===== config.mk =====
export PLATFORM = sky130hd
export DESIGN_NAME = gsdfp_out_buf
export DESIGN_NICKNAME = d
export VERILOG_FILES = /design/src/rtl/graph_store_with_depth_first_path_macros.svh /design/src/rtl/gsdfp_pkg.sv /design/src/rtl/gsdfp_out_buf.sv
export SDC_FILE = /design/constraint.sdc
export NUM_CORES = 1
export LEC_CHECK = 0
export BUFFER_PORTS_ARGS = -buffer_cell sky130_fd_sc_hd__clkbuf_2
export CAP_MARGIN = 20
export CORE_MARGIN = 4
export CORE_UTILIZATION = 45
export CTS_BUF_LIST = sky130_fd_sc_hd__clkbuf_8
export DETAILED_ROUTE_END_ITERATION = 12
export PLACE_DENSITY = 0.7
export SLEW_MARGIN = 20
export SYNTH_ARGS = -nofsm -noshare
export SYNTH_HDL_FRONTEND = slang
export SYNTH_SLANG_ARGS = --single-unit

===== constraint.sdc =====
create_clock -name clk -period 1.7 [get_ports clk]
set_input_delay 0.085 -clock clk [delete_from_list [all_inputs] [get_ports clk]]
set_output_delay 0.085 -clock clk [all_outputs]
set_load 0.01 [all_outputs]

===== src/rtl/graph_store_with_depth_first_path_macros.svh =====
// assertion macros for the graph store block
// no dependencies
`ifndef GRAPH_STORE_WITH_DEPTH_FIRST_PATH_MACROS_SVH
`define GRAPH_STORE_WITH_DEPTH_FIRST_PATH_MACROS_SVH

// implication checked on every edge outside reset
`define GS_ASSERT_IMPL(label, ante, cons, msg) \
  label: assert property (@(posedge clk) disable iff (!rst_n) (ante) |-> (cons)) \
    else $error(msg);

// implication whose consequent is checked in the cycle after the antecedent
`define GS_ASSERT_NEXT(label, ante, cons, msg) \
  label: assert property (@(posedge clk) disable iff (!rst_n) (ante) |=> (cons)) \
    else $error(msg);

`endif


===== src/rtl/gsdfp_pkg.sv =====
// package for the graph store block: sizes, operation and status codes
// no dependencies
package gsdfp_pkg;
  localparam int MaxVertices  = 32;
  localparam int MaxNeighbors = 32;
  localparam int SlotW  = $clog2(MaxVertices);
  localparam int NbrW   = $clog2(MaxNeighbors);
  localparam int TotW   = 6;
  localparam int NbrAw  = SlotW + NbrW;

  localparam logic [2:0] OP_ADD_VERTEX = 3'd0;
  localparam logic [2:0] OP_ADD_EDGE   = 3'd1;
  localparam logic [2:0] OP_REM_EDGE   = 3'd2;
  localparam logic [2:0] OP_REM_VERTEX = 3'd3;
  localparam logic [2:0] OP_FIND_PATH  = 3'd4;

  localparam logic [2:0] ST_OK            = 3'd0;
  localparam logic [2:0] ST_START_MISSING = 3'd1;
  localparam logic [2:0] ST_END_MISSING   = 3'd2;
  localparam logic [2:0] ST_EDGE_ABSENT   = 3'd3;
  localparam logic [2:0] ST_NO_PATH       = 3'd4;
  localparam logic [2:0] ST_FULL          = 3'd5;
  localparam logic [2:0] ST_DUPLICATE     = 3'd6;

  typedef struct packed {
    logic [2:0] status;
    logic       trace_valid;
    logic [7:0] trace_id;
    logic       last;
  } res_t;
endpackage


===== src/rtl/gsdfp_out_buf.sv =====
// two-entry output buffer for result items
// depends on gsdfp_pkg
module gsdfp_out_buf
  import gsdfp_pkg::*;
(
  input  logic clk,
  input  logic rst_n,
  input  logic push,
  input  res_t push_data,
  output logic space,
  output logic empty,
  output logic out_tvalid,
  input  logic out_tready,
  output res_t out_data
);
  res_t       mem_r [2];
  logic       wp_r, wp_nxt, rp_r, rp_nxt;
  logic [1:0] cnt_r, cnt_nxt;
  logic       pop;

  assign pop        = out_tvalid && out_tready;
  assign out_tvalid = (cnt_r != 2'd0);
  assign out_data   = mem_r[rp_r];
  assign space      = (cnt_r == 2'd0);
  assign empty      = (cnt_r == 2'd0);

  always_comb begin
    wp_nxt  = wp_r ^ push;
    rp_nxt  = rp_r ^ pop;
    cnt_nxt = cnt_r + {1'b0, push} - {1'b0, pop};
  end

  always_ff @(posedge clk) begin
    if (!rst_n) begin
      wp_r  <= 1'b0;
      rp_r  <= 1'b0;
      cnt_r <= 2'd0;
    end else begin
      wp_r  <= wp_nxt;
      rp_r  <= rp_nxt;
      cnt_r <= cnt_nxt;
    end
  end

  always_ff @(posedge clk) begin
    if (push) mem_r[wp_r] <= push_data;
  end
endmodule


==> summary.md <==
| Metric | Value |
|---|---|
| Status | `completed` |
| Layout area overhead | `33.09%` |
| Synthesis Warnings | `0` |
| Post-synth EDFFs | `26` |
| Clk Latency, worst-skew pair | `280 ps` |
| Min Tclk post-route | `roughly 1400 ps` |
| Setup CP Type | `reg -> reg` |
| Seq cells post-synth | `31` |
| ANT cells | `0` |
| Slew Limit Fails | `0` |
| DR WL/cell | `about 14 um` |
| Vias in the first global route | `about 710` |
| Largest net degree at the start of global routing | `10` |
| Top-count cell post-synth | `edfxtp_1` |
| Pleak | `~0.66 nW` |
| CTS tree | `done` |
| CTS root buf | `clkbuf_8` |
| Post-synthesis mux area share | `0.1388` |
| MaxCap Viol Count | `0` |
| Setup_tns | `0 ps` |
| Post-synth top cells | `26 x edfxtp_1, 13 x mux2_2, 5 x dfxtp_1` |
| Worst setup margin | `275.8 ps` |
| Initial antenna violation count | `0` |
| Largest family of logic cells by synthesized area | `multiplexers` |
| # DRC | `0` |
| Simple-Gate Fraction of Synth Area | `0.03132` |
| Total track usage | `0.1296` |
| Final setup violation count | `0` |
| Ports | `33` |
| RD Place Congestion | `slightly below 0.7` |
| Worst Hold Launch | `push_data[2]` |
| Die area | `3553 um^2` |
| Post-route clock period utilization | `0.8378` |
| Synth top area share | `0.6514` |
| Final number of hold-violating endpoints | `0` |
| Placement Setup Slack | `263.7 ps` |
| DR iter-0 viols | `13` |
| Worst R2R Setup Slack | `roughly 280 ps` |
| Synth Area in Compound Gates | `0.006263` |
| Total grt overflow | `0` |
| Slew @ Worst Pin | `336.2 ps` |
| Min-Delay Path Depth | `1` |
| Mean Syn Cell Area | `around 19 um^2` |
| Routed via count | `just under 700` |
| Clock Skew | `1.200 ps` |
| Placed wire-length estimate | `1391 um` |
| H-tree depth | `2` |
| Top post-synthesis cells by area | `edfxtp_1 65%, mux2_2 12%, dfxtp_1 8.4%` |
| Share of layout cells above drive strength 1 | `0.5043` |
| Post-synthesis sequential area ratio | `0.7349` |
| IO Port Bufs | `32` |
| R2R depth | `6` |
| Synthesized netlist cell count | `64` |
| Global-route wire length before repair | `around 3100 um` |
| Hold crit path type | `in -> reg` |
| # rows | `18` |
| Ys async rst share | `0` |
| ANT nets after route | `0` |
| Resize count post-CTS | `0` |
| Critical Path Source Type | `register` |
| Worst flop-to-flop path endpoint | `cnt_r[1]$_SDFF_PN0_` |
| Initial core utilization | `0.4795` |
| Power per cell area | `between 1000 and 1500 nW/um^2` |
| XOR/XNOR Fraction of Synth Area | `0.01879` |
| Count of nets after finishing | `136` |
| Final instance area | `1595 um^2` |
| Core box area | `between 2000 and 2500 um^2` |
| Reg-to-Reg Start | `cnt_r[1]$_SDFF_PN0_` |
| Total Wirelength | `roughly 2000 um` |
| WHS Endpoint | `mem_r[0][2]$_DFFE_PP_` |
| CTS Buf Count | `5` |
| TritonCTS Sinks | `31` |
| RSZ-0062 raised after global routing | `no` |
| Cell taking the most area after synthesis | `edfxtp_1` |
| Synth Area in Adders | `0.04175` |
| Crit path max fanout | `3` |
| Maximum vdd drop | `~800 uV` |
| Synth Flop Type | `edfxtp_1` |
| Pre-Repair DR Iteration Count | `2` |
| Netlist cell types | `16` |
| Vias per cell | `around 4.7` |
| Critical Path End Type | `register` |
| Placed Instance Area | `between 1000 and 1500 um^2` |
| Reg clk slew, reported paths | `roughly 60 ps` |
| Max clock buf depth | `2` |
| Syn Nets | `85` |
| Critical Path RT | `roughly 1900 ps` |
| Mapped Area | `1199 um^2` |
| Die Wd | `59.61 um` |
| FMAX | `about 700 MHz` |
| Die height | `59.61 um` |
| Max-slew headroom | `0.7759` |
| WP data arrival | `roughly 1600 ps` |
how the worst max path moves through the flow:
stage | start | to | slack, ps | cells after the start
after global placement | cnt_r[1]$_SDFF_PN0_ | cnt_r[1]$_SDFF_PN0_ | 350 | 6
after floorplan | cnt_r[1]$_SDFF_PN0_ | cnt_r[1]$_SDFF_PN0_ | 360 | 6
final | cnt_r[1]$_SDFF_PN0_ | cnt_r[1]$_SDFF_PN0_ | 280 | 6
after detailed placement | cnt_r[1]$_SDFF_PN0_ | cnt_r[1]$_SDFF_PN0_ | 260 | 6
after CTS | cnt_r[1]$_SDFF_PN0_ | cnt_r[1]$_SDFF_PN0_ | 260 | 6
after global routing | cnt_r[1]$_SDFF_PN0_ | cnt_r[1]$_SDFF_PN0_ | 200 | 6
what timing repair did:
item | in CTS | in global routing
buffers inserted | 0 | 0
hold buffers | 9 | 1
hold endpoints to repair | 16 | 2
metal layers:
| metal | global-route usage | share of wire |
|---|---|---|
| met3 | 0.06536 | 0.075 |
| met2 | 0.2215 | 0.53 |
| met5 | 0 | 0 |
| met1 | 0.1321 | 0.38 |
| met4 | 0.05696 | 0.013 |
layout make-up:
cell class              count  area [um^2]
fillers                   194        904.6
flip-flops and latches     31        880.8
repair buffers             46        290.3
multi-input cells          27        284.0
clock buffers               6        82.58
well taps                  30        37.54
inverters                   4        15.01
clock inverters             1        5.005
stage by stage:
step	power [mW]	hold slack [ps]	utilization	std cells
2_1_floorplan	1.359	183.9	-	64
3_3_place_gp	1.512	274.5	0.5631	128
3_5_place_dp	1.537	277.6	0.5631	128
4_1_cts	2.120	2.586	0.6341	144
5_1_grt	2.215	3.379	0.6381	145
6_report	2.092	3.205	0.6381	145
cell usage in the layout (no fill, tap or decap), drive strengths merged:
master | netlist | final
xnor3 | 1 | 1
nand2b | 1 | 1
nand2 | 1 | 1
clkbuf | 0 | 38
and2 | 1 | 1
dfxtp | 5 | 5
or2 | 1 | 1
edfxtp | 26 | 26
ha | 4 | 4
clkinv | 0 | 1
o21a | 1 | 1
inv | 4 | 4
dlygate4sd3 | 0 | 10
buf | 2 | 4
mux2 | 13 | 13
mux2i | 2 | 2
nor2b | 2 | 2
critical path, cell delays in order, from the launching register on:
cell	delay [ps]
dfxtp_1	320
o21a_1	240
ha_1	290
inv_1	60
ha_1	140
xnor3_1	220
nor2b_2	110
power breakdown:
part	total, mW	switching, mW	internal (mW)
combinational	0.587	0.265	0.322
sequential	0.937	0.0292	0.908
clock	0.567	0.250	0.317
flip-flops by register name (all words and copies together), names as in the netlist, named ones only:
name / flops
cnt_r: 2
mem_r: 26
rp_r: 1
wp_r: 1
cells by family after synthesis:
group | Yosys count
AO/OA/AOI/OAI | 1
XOR/XNOR | 1
adder cells (fa/ha/maj) | 4
buffers and inverters | 6
flip-flops | 31
multiplexers | 15
AND/OR/NAND/NOR | 6
No activity file was read; power rests on OpenSTA's default activity.
